==> config.mk <==
export PLATFORM = sky130hd
export DESIGN_NAME = lifo_stack_with_search
export DESIGN_NICKNAME = d
export VERILOG_FILES = /design/src/hw/rtl/lss_pkg.sv /design/src/hw/rtl/lss_ram.sv /design/src/hw/rtl/lss_out_reg.sv /design/src/hw/rtl/lifo_stack_with_search.sv
export SDC_FILE = /design/constraint.sdc
export NUM_CORES = 2
export LEC_CHECK = 0
export BUFFER_PORTS_ARGS = -buffer_cell sky130_fd_sc_hd__buf_4
export CAP_MARGIN = 20
export CELL_PAD_IN_SITES_DETAIL_PLACEMENT = 0
export CELL_PAD_IN_SITES_GLOBAL_PLACEMENT = 2
export CORE_UTILIZATION = 46
export DETAILED_ROUTE_END_ITERATION = 12
export MAX_ROUTING_LAYER = met4
export PLACE_DENSITY = 0.79
export SETUP_SLACK_MARGIN = 0.1
export SYNTH_ARGS = -nofsm -noshare
export SYNTH_HDL_FRONTEND = slang
export SYNTH_SLANG_ARGS = --single-unit
==> constraint.sdc <==
create_clock -name clk -period 6.6 [get_ports clk]
set_input_delay 0 -clock clk [delete_from_list [all_inputs] [get_ports clk]]
set_output_delay 0 -clock clk [all_outputs]
set_load 0.005 [all_outputs]
==> src/hw/rtl/lss_pkg.sv <==
`timescale 1ns / 1ps
// ----------------------------------------------------------------------------
// lss_pkg: shared types and codes of the LIFO stack with search
// Request codes, status codes, field widths and the result record.
// ----------------------------------------------------------------------------
package lss_pkg;

  localparam int DEPTH_DEF = 128;

  localparam int ACTION_W = 3;
  localparam int VALUE_W  = 32;
  localparam int STATUS_W = 2;
  localparam int POS_W    = 8;
  localparam int COUNT_W  = 8;

  localparam int IN_TDATA_W  = 40;
  localparam int OUT_TDATA_W = 56;

  localparam logic [ACTION_W-1:0] ACT_PUSH    = 3'd0;
  localparam logic [ACTION_W-1:0] ACT_POP     = 3'd1;
  localparam logic [ACTION_W-1:0] ACT_PEEK    = 3'd2;
  localparam logic [ACTION_W-1:0] ACT_SEARCH  = 3'd3;
  localparam logic [ACTION_W-1:0] ACT_CLEAR   = 3'd4;
  localparam logic [ACTION_W-1:0] ACT_REVERSE = 3'd5;

  localparam logic [STATUS_W-1:0] ST_DONE  = 2'd0;
  localparam logic [STATUS_W-1:0] ST_FULL  = 2'd1;
  localparam logic [STATUS_W-1:0] ST_EMPTY = 2'd2;

  typedef struct packed {
    logic        [COUNT_W-1:0]  count;
    logic        [POS_W-1:0]    position;
    logic signed [VALUE_W-1:0]  top_value;
    logic        [STATUS_W-1:0] status;
  } res_t;

endpackage

==> src/hw/rtl/lss_ram.sv <==
`timescale 1ns / 1ps
// ----------------------------------------------------------------------------
// lss_ram: generic single-clock RAM
// One write port and one read port; read data is registered.
// ----------------------------------------------------------------------------
module lss_ram #(
  parameter int WIDTH = 32,
  parameter int DEPTH = 128,
  localparam int AW = $clog2(DEPTH)
) (
  input  logic             clk,
  input  logic             we,
  input  logic [AW-1:0]    waddr,
  input  logic [WIDTH-1:0] wdata,
  input  logic             re,
  input  logic [AW-1:0]    raddr,
  output logic [WIDTH-1:0] rdata
);

  logic [WIDTH-1:0] mem [DEPTH];
  logic [WIDTH-1:0] rdata_r;

  always_ff @(posedge clk) begin
    if (we) begin
      mem[waddr] <= wdata;
    end
    if (re) begin
      rdata_r <= mem[raddr];
    end
  end

  assign rdata = rdata_r;

endmodule

==> src/hw/rtl/lss_out_reg.sv <==
`timescale 1ns / 1ps
// ----------------------------------------------------------------------------
// lss_out_reg: result output register
// Holds one finished result until it is taken; a new result is accepted while empty or being read out.
// ----------------------------------------------------------------------------
module lss_out_reg (
  input  logic          clk,
  input  logic          rst_n,
  input  logic          res_valid,
  input  lss_pkg::res_t res,
  output logic          res_ready,
  output logic          out_valid,
  input  logic          out_ready,
  output lss_pkg::res_t out_res
);

  logic          valid_r;
  logic          valid_nxt;
  lss_pkg::res_t res_r;

  assign res_ready = !valid_r || out_ready;
  assign valid_nxt = res_ready ? res_valid : valid_r;

  always_ff @(posedge clk) begin
    if (!rst_n) begin
      valid_r <= 1'b0;
    end else begin
      valid_r <= valid_nxt;
    end
  end

  always_ff @(posedge clk) begin
    if (res_valid && res_ready) begin
      res_r <= res;
    end
  end

  assign out_valid = valid_r;
  assign out_res   = res_r;

endmodule

==> src/hw/rtl/lifo_stack_with_search.sv <==
`timescale 1ns / 1ps
// ----------------------------------------------------------------------------
// lifo_stack_with_search: LIFO stack of 32-bit words with search and reverse
// Push, pop, clear, unused codes and refused requests: result registered in the cycle
//   after the input transfer; one request per cycle unless the output stalls. Peek:
//   RAM read register, then output register. Search: one stored word per cycle through
//   the RAM read port, result via S_RESP. Reverse: each pair is swapped through S_RV_A,
//   S_RV_B and S_RV_C, then S_RESP. The next request waits for the registered result.
// Reset clears the state and the entry count; the word store is not cleared.
// ----------------------------------------------------------------------------
module lifo_stack_with_search #(
  parameter int DEPTH = lss_pkg::DEPTH_DEF
) (
  input  logic                               clk,
  input  logic                               rst_n,
  input  logic                               in_tvalid,
  output logic                               in_tready,
  // [2:0] action, [34:3] value, [39:35] zero
  input  logic [lss_pkg::IN_TDATA_W-1:0]     in_tdata,
  output logic                               out_tvalid,
  input  logic                               out_tready,
  // [1:0] status, [33:2] top_value, [41:34] position, [49:42] count, [55:50] zero
  output logic [lss_pkg::OUT_TDATA_W-1:0]    out_tdata
);

  localparam int AW = $clog2(DEPTH);
  localparam int CW = $clog2(DEPTH + 1);
  localparam int VW = lss_pkg::VALUE_W;

  localparam logic [2:0] S_IDLE = 3'd0;
  localparam logic [2:0] S_PEEK = 3'd1;
  localparam logic [2:0] S_SRCH = 3'd2;
  localparam logic [2:0] S_RV_A = 3'd3;
  localparam logic [2:0] S_RV_B = 3'd4;
  localparam logic [2:0] S_RV_C = 3'd5;
  localparam logic [2:0] S_RESP = 3'd6;

  logic [2:0]    state_r, state_nxt;
  logic [CW-1:0] cnt_r, cnt_nxt;
  logic [AW-1:0] idx_r, idx_nxt;
  logic [AW-1:0] hi_r, hi_nxt;
  logic [VW-1:0] key_r, key_nxt;
  logic [VW-1:0] tmp_r, tmp_nxt;
  logic [CW-1:0] pos_r, pos_nxt;

  logic [lss_pkg::ACTION_W-1:0] in_act;
  logic [VW-1:0]                in_val;

  logic          we, re;
  logic [AW-1:0] waddr, raddr;
  logic [VW-1:0] wdata, rdata;

  logic                           res_valid, res_ready;
  logic [lss_pkg::STATUS_W-1:0]   res_status;
  logic [VW-1:0]                  res_top;
  logic [CW-1:0]                  res_pos;
  logic [CW+7:0]                  res_pos_ext, res_cnt_ext;
  lss_pkg::res_t                  res, out_res;

  logic          empty, full;
  logic [AW-1:0] top_idx;
  logic [CW-1:0] idx_inc;
  logic [AW:0]   lo_plus2;

  assign in_act = in_tdata[2:0];
  assign in_val = in_tdata[34:3];

  assign empty    = (cnt_r == '0);
  assign full     = (cnt_r == CW'(DEPTH));
  assign top_idx  = AW'(cnt_r - 1'b1);
  assign idx_inc  = CW'(idx_r) + CW'(1);
  assign lo_plus2 = {1'b0, idx_r} + (AW + 1)'(2);

  assign in_tready = (state_r == S_IDLE) && res_ready;

  lss_ram #(
    .WIDTH (VW),
    .DEPTH (DEPTH)
  ) u_store (
    .clk   (clk),
    .we    (we),
    .waddr (waddr),
    .wdata (wdata),
    .re    (re),
    .raddr (raddr),
    .rdata (rdata)
  );

  always_comb begin
    state_nxt  = state_r;
    cnt_nxt    = cnt_r;
    idx_nxt    = idx_r;
    hi_nxt     = hi_r;
    key_nxt    = key_r;
    tmp_nxt    = tmp_r;
    pos_nxt    = pos_r;
    we         = 1'b0;
    waddr      = '0;
    wdata      = '0;
    re         = 1'b0;
    raddr      = '0;
    res_valid  = 1'b0;
    res_status = lss_pkg::ST_DONE;
    res_top    = '0;
    res_pos    = '0;
    case (state_r)
      S_IDLE: begin
        if (in_tvalid && res_ready) begin
          case (in_act)
            lss_pkg::ACT_PUSH: begin
              res_valid = 1'b1;
              if (full) begin
                res_status = lss_pkg::ST_FULL;
              end else begin
                we      = 1'b1;
                waddr   = cnt_r[AW-1:0];
                wdata   = in_val;
                cnt_nxt = cnt_r + 1'b1;
              end
            end
            lss_pkg::ACT_POP: begin
              res_valid = 1'b1;
              if (empty) begin
                res_status = lss_pkg::ST_EMPTY;
              end else begin
                cnt_nxt = cnt_r - 1'b1;
              end
            end
            lss_pkg::ACT_CLEAR: begin
              res_valid = 1'b1;
              if (empty) begin
                res_status = lss_pkg::ST_EMPTY;
              end else begin
                cnt_nxt = '0;
              end
            end
            lss_pkg::ACT_PEEK: begin
              if (empty) begin
                res_valid  = 1'b1;
                res_status = lss_pkg::ST_EMPTY;
              end else begin
                re        = 1'b1;
                raddr     = top_idx;
                state_nxt = S_PEEK;
              end
            end
            lss_pkg::ACT_SEARCH: begin
              if (empty) begin
                res_valid  = 1'b1;
                res_status = lss_pkg::ST_EMPTY;
              end else begin
                re        = 1'b1;
                raddr     = '0;
                idx_nxt   = '0;
                key_nxt   = in_val;
                state_nxt = S_SRCH;
              end
            end
            lss_pkg::ACT_REVERSE: begin
              if (empty) begin
                res_valid  = 1'b1;
                res_status = lss_pkg::ST_EMPTY;
              end else if (cnt_r == CW'(1)) begin
                // A single word is already its own reverse.
                res_valid = 1'b1;
              end else begin
                re        = 1'b1;
                raddr     = '0;
                idx_nxt   = '0;
                hi_nxt    = top_idx;
                pos_nxt   = '0;
                state_nxt = S_RV_A;
              end
            end
            default: begin
              res_valid = 1'b1;
            end
          endcase
        end
      end
      S_PEEK: begin
        // The read register holds its word while the result waits.
        res_valid = 1'b1;
        res_top   = rdata;
        if (res_ready) begin
          state_nxt = S_IDLE;
        end
      end
      S_SRCH: begin
        // rdata holds the word at idx_r; the next read is issued alongside.
        if (rdata == key_r) begin
          pos_nxt   = idx_inc;
          state_nxt = S_RESP;
        end else if (idx_inc == cnt_r) begin
          pos_nxt   = '0;
          state_nxt = S_RESP;
        end else begin
          re      = 1'b1;
          raddr   = idx_r + 1'b1;
          idx_nxt = idx_r + 1'b1;
        end
      end
      S_RV_A: begin
        tmp_nxt   = rdata;
        re        = 1'b1;
        raddr     = hi_r;
        state_nxt = S_RV_B;
      end
      S_RV_B: begin
        we        = 1'b1;
        waddr     = idx_r;
        wdata     = rdata;
        state_nxt = S_RV_C;
      end
      S_RV_C: begin
        we      = 1'b1;
        waddr   = hi_r;
        wdata   = tmp_r;
        idx_nxt = idx_r + 1'b1;
        hi_nxt  = hi_r - 1'b1;
        // Continue while the next low index stays below the next high index.
        if (lo_plus2 < {1'b0, hi_r}) begin
          re        = 1'b1;
          raddr     = idx_r + 1'b1;
          state_nxt = S_RV_A;
        end else begin
          state_nxt = S_RESP;
        end
      end
      S_RESP: begin
        res_valid = 1'b1;
        res_pos   = pos_r;
        if (res_ready) begin
          state_nxt = S_IDLE;
        end
      end
      default: begin
        state_nxt = S_IDLE;
      end
    endcase
  end

  always_ff @(posedge clk) begin
    if (!rst_n) begin
      state_r <= S_IDLE;
      cnt_r   <= '0;
    end else begin
      state_r <= state_nxt;
      cnt_r   <= cnt_nxt;
    end
  end

  always_ff @(posedge clk) begin
    idx_r <= idx_nxt;
    hi_r  <= hi_nxt;
    key_r <= key_nxt;
    tmp_r <= tmp_nxt;
    pos_r <= pos_nxt;
  end

  // Count and position report modulo 256.
  assign res_pos_ext = {8'b0, res_pos};
  assign res_cnt_ext = {8'b0, cnt_nxt};

  assign res.status    = res_status;
  assign res.top_value = res_top;
  assign res.position  = res_pos_ext[7:0];
  assign res.count     = res_cnt_ext[7:0];

  lss_out_reg u_out (
    .clk       (clk),
    .rst_n     (rst_n),
    .res_valid (res_valid),
    .res       (res),
    .res_ready (res_ready),
    .out_valid (out_tvalid),
    .out_ready (out_tready),
    .out_res   (out_res)
  );

  assign out_tdata = {6'b0, out_res.count, out_res.position, out_res.top_value,
                      out_res.status};

endmodule
==> summary.log <==
[synth] dominant cell by count in the synthesized netlist edfxtp_1
[pwr] Power Density 278 nW/um^2
[layout] area growth from synthesis to final layout 15.0%
[synth] cell types occupying the most area after synthesis edfxtp_1, nand2_1, mux2i_1
[placed_design] half-perimeter wire length of the detailed placement result 360000 um
[layout] utilization after layout 0.533
[synth] Post-synth EDFFs 4264
[synth] synthesized instance count 12200
[global_route] global-route track usage on met2 0.472
[setup_path] Critical Setup Path Class flop to flop
[cts] Clock Sink Count 4276
[setup_path] cell chain of the critical path ha_1 -> nand3_1 -> xnor2_1 -> ha_1 -> and4_1 -> o21ai_0 -> o211a_1 -> a31oi_2 -> o31ai_4 -> buf_4 -> buf_4 -> nand2_2 -> buf_4 -> nor2_1 -> buf_4 -> a32oi_1 -> nand4_1 -> buf_4 -> a22oi_1 -> buf_4 -> nor2_1
[global_route] Tot GR Track Use 0.325
[floorplan] row cnt 223
[flow_run] max-capacitance violation count 0
[routing] DRC violation total after the first TritonRoute iteration 17500
[layout] post-layout net count 12800
[cts] clock root cell clkbuf_16
[cts] number of buffers inserted during clock tree synthesis 442
[cts] Clock Latency Late Sink 1.01 ns
[setup_path] slowest stage cell, crit path a22oi_1
[routing] detailed-routing iteration count for the pre-antenna-repair pass 8
[setup_path] cell family with the largest share of critical-path delay compound AO/OA/AOI/OAI gates
[global_route] via count of the first global-routing pass 105000
[synth] sequential cell area fraction in the yosys report 0.748
[synth] #FFs+latches synth 4276
[placed_design] total placed instance area 182000 um^2
[sta] final number of setup-violating endpoints 0
[global_route] met3 routing resource usage after global routing 0.0736
[setup_path] Crit path largest cell delay 0.62 ns
[sta] Fmax 154 MHz
[synth] share of synthesized registers carrying an async set or reset 0
[floorplan] Initial Utilization 0.463
[sta] setup repair after global routing missed its margin false
[worst_hold_path] worst hold path class primary input to flop
[layout] Layout fillers 30200
[global_route] antenna violations before repair 38
[cts] H-tree depth reported by CTS 5
[placed_design] number of port buffers 90
[setup_path] data required time of the critical path 7.36 ns
[cts] clock tree buffer depth 4
[setup_path] most frequent CP cell buf_4
[synth] fraction of synthesized cell area taken by the top area cell type 0.747
[synth] synth warn 0
[pwr] maximum vdd drop 0.000248 V
[setup_path] Worst Path Arrival 7.24 ns
[synth] Synth area leader edfxtp_1
[placed_design] gpl congestion 0.950
[floorplan] I/O pins 102
[layout] layout cells sized above 1 0.128
[global_route] total global routing overflow 0
[setup_path] Critical Path End Type flop
[layout] post-layout instance area 197000 um^2
[synth] Commonest cells post-synth edfxtp_1, nand2_1, nand3_1, mux2i_1, a21oi_1
[sta] Worst Tran Pin Value 1.37 ns
[floorplan] die span in y 613 um
[routing] vias 113000
[sta] relative slew slack 0.0846
[sta] worst hold slack 0.116 ns
[routing] residual DRC count 0
[routing] final wirelength 603000 um
[layout] area taken by flip-flops and latches 128000 um^2
[cts] clock tree from TritonCTS yes
[floorplan] Core Area 370000 um^2
[routing] Routed Antenna Nets 0
[floorplan] overall die area 375000 um^2
[synth] Primary FF master, synth edfxtp_1
[setup_path] FF-to-FF setup slack 0.11 ns
[global_route] wire length of the first global-routing pass 828000 um
[sta] final clock period utilization by the worst path 0.983
[sta] Final min period 6.49 ns
[setup_path] number of buffer and inverter instances along the worst setup path 6
[global_route] largest net degree at the start of global routing 129
[synth] Syn Std Cell Area 171000 um^2
[synth] count of different cell masters after synthesis 98
[pwr] leakage power 69.4 nW
[global_route] GR Layer Usage met1 0.444
[setup_path] kind of start point of the critical path flop
[global_route] global-route layer with the greatest usage met2
[pwr] Overall Power 54.9 mW
[sta] Clock Skews 0.0639 ns
[routing] vias per inst 6.25
[run_status] result of the run finished clean
[sta] number of hold violations in the final report 0
[synth] Avg Synthesized Cell Area 14.1 um^2
[routing] average wire per cell in the routed design 33.4 um
[cts] register clock-pin slew on the reported worst setup and hold paths 0.06 ns
[sta] Slew Viols, Final 0
[setup_path] Worst Path Max Fanout 8
[floorplan] width of the die 613 um
[layout] area of the multi-input gates 40200 um^2
## per-layer routing
layer  part of all wire  vias up
met3               0.12     1125
met1               0.39    57700
met5                  0        -
met4              0.048        0
li1                   -    47000
met2               0.44     6945
## cell families after synthesis
logic type | count (synthesis) | share of synthesized area
AND/OR/NAND/NOR | 4676 | 0.116
flip-flops | 4276 | 0.748
AO/OA/AOI/OAI | 1581 | 0.0647
buffers and inverters | 858 | 0.0254
multiplexers | 695 | 0.0407
XOR/XNOR | 62 | 0.00350
adder cells (fa/ha/maj) | 15 | 0.00109
other | 1 | 0.0000219
## where the power goes
part,switching (mW),leakage (nW),internal [mW]
logic,0.568,24.3,0.236
registers,0.0213,38.3,29.6
clock network,10.6,6.82,13.9
total,11.2,69.4,43.7
## sequential cells by signal, summed over array words and instances, names as in the netlist
register and cells:
cnt_r 8, hi_r 7, idx_r 7, key_r 32, pos_r 8, state_r 3, tmp_r 32, u_out.out_res 50
u_out.out_valid 1, u_store.mem 4096, u_store.rdata 32
## cells in the final DEF (no fill, tap or decap), types with 73 or more instances in the layout
cell and instances:
nand3_1 1140, nor2_4 141, a211oi_1 73, nand2_1 2891, a311oi_1 78, a21oi_1 403
nor2_1 127, edfxtp_1 4264, buf_12 102, a32oi_1 124, clkbuf_1 93, o21ai_0 129
a31oi_1 191, clkinv_1 106, and3_1 116, mux2i_1 672, clkinv_2 77, a22oi_1 75
buf_4 692, clkbuf_16 446, dlygate4sd3_1 81
## metrics by stage
| step | std cells | TNS [ns] | setup slack (ns) |
|---|---|---|---|
| after floorplan | 12200 | 0 | 1.84 |
| after global placement | 17100 | -4.52 | -1.58 |
| after detailed placement | 17100 | -2.16 | -0.923 |
| after CTS | 18000 | 0 | 0.142 |
| after global routing | 18000 | 0 | 0.110 |
| final | 18000 | 0 | 0.113 |
## worst reg2reg max path: cells and delay by family (launching register included)
family                   cells  cell delay, ns
AO/OA/AOI/OAI                6            2.13
XOR/XNOR                     1            0.17
adder cells (fa/ha/maj)      2            0.68
buffers and inverters        6            1.67
flip-flops                   1            0.60
AND/OR/NAND/NOR              6            1.01
## cell type report
class,count,share of cell area
inverter,64,0.00162
multi-input combinational,7035,0.204
clock inverter,259,0.0123
timing repair buffer,884,0.0416
antenna,23,0.000292
clock buffer,541,0.0585
sequential,4276,0.651
tap,4950,0.0314
## final timing paths
| check | startpoint | end | cells after the start |
|---|---|---|---|
| worst max-delay path | idx_r[2] | u_store.rdata[27] | 21 |
| worst min-delay path | in_tdata[1] | u_out.out_res[0] | 4 |
| worst max register to register | idx_r[2] | u_store.rdata[27] | 21 |
| worst min register to register | pos_r[2] | u_out.out_res[36] | 1 |
## what timing repair did
item                                    4_1_cts  5_1_grt
gates cloned                                  0        0
resized for setup                             6        8
hold buffers                                 81        0
hold endpoints to repair                    391        0
buffers inserted                              3        2
endpoints found under the setup margin        9        5
pin swaps                                     0        1
No activity file was read; power rests on OpenSTA's default activity.
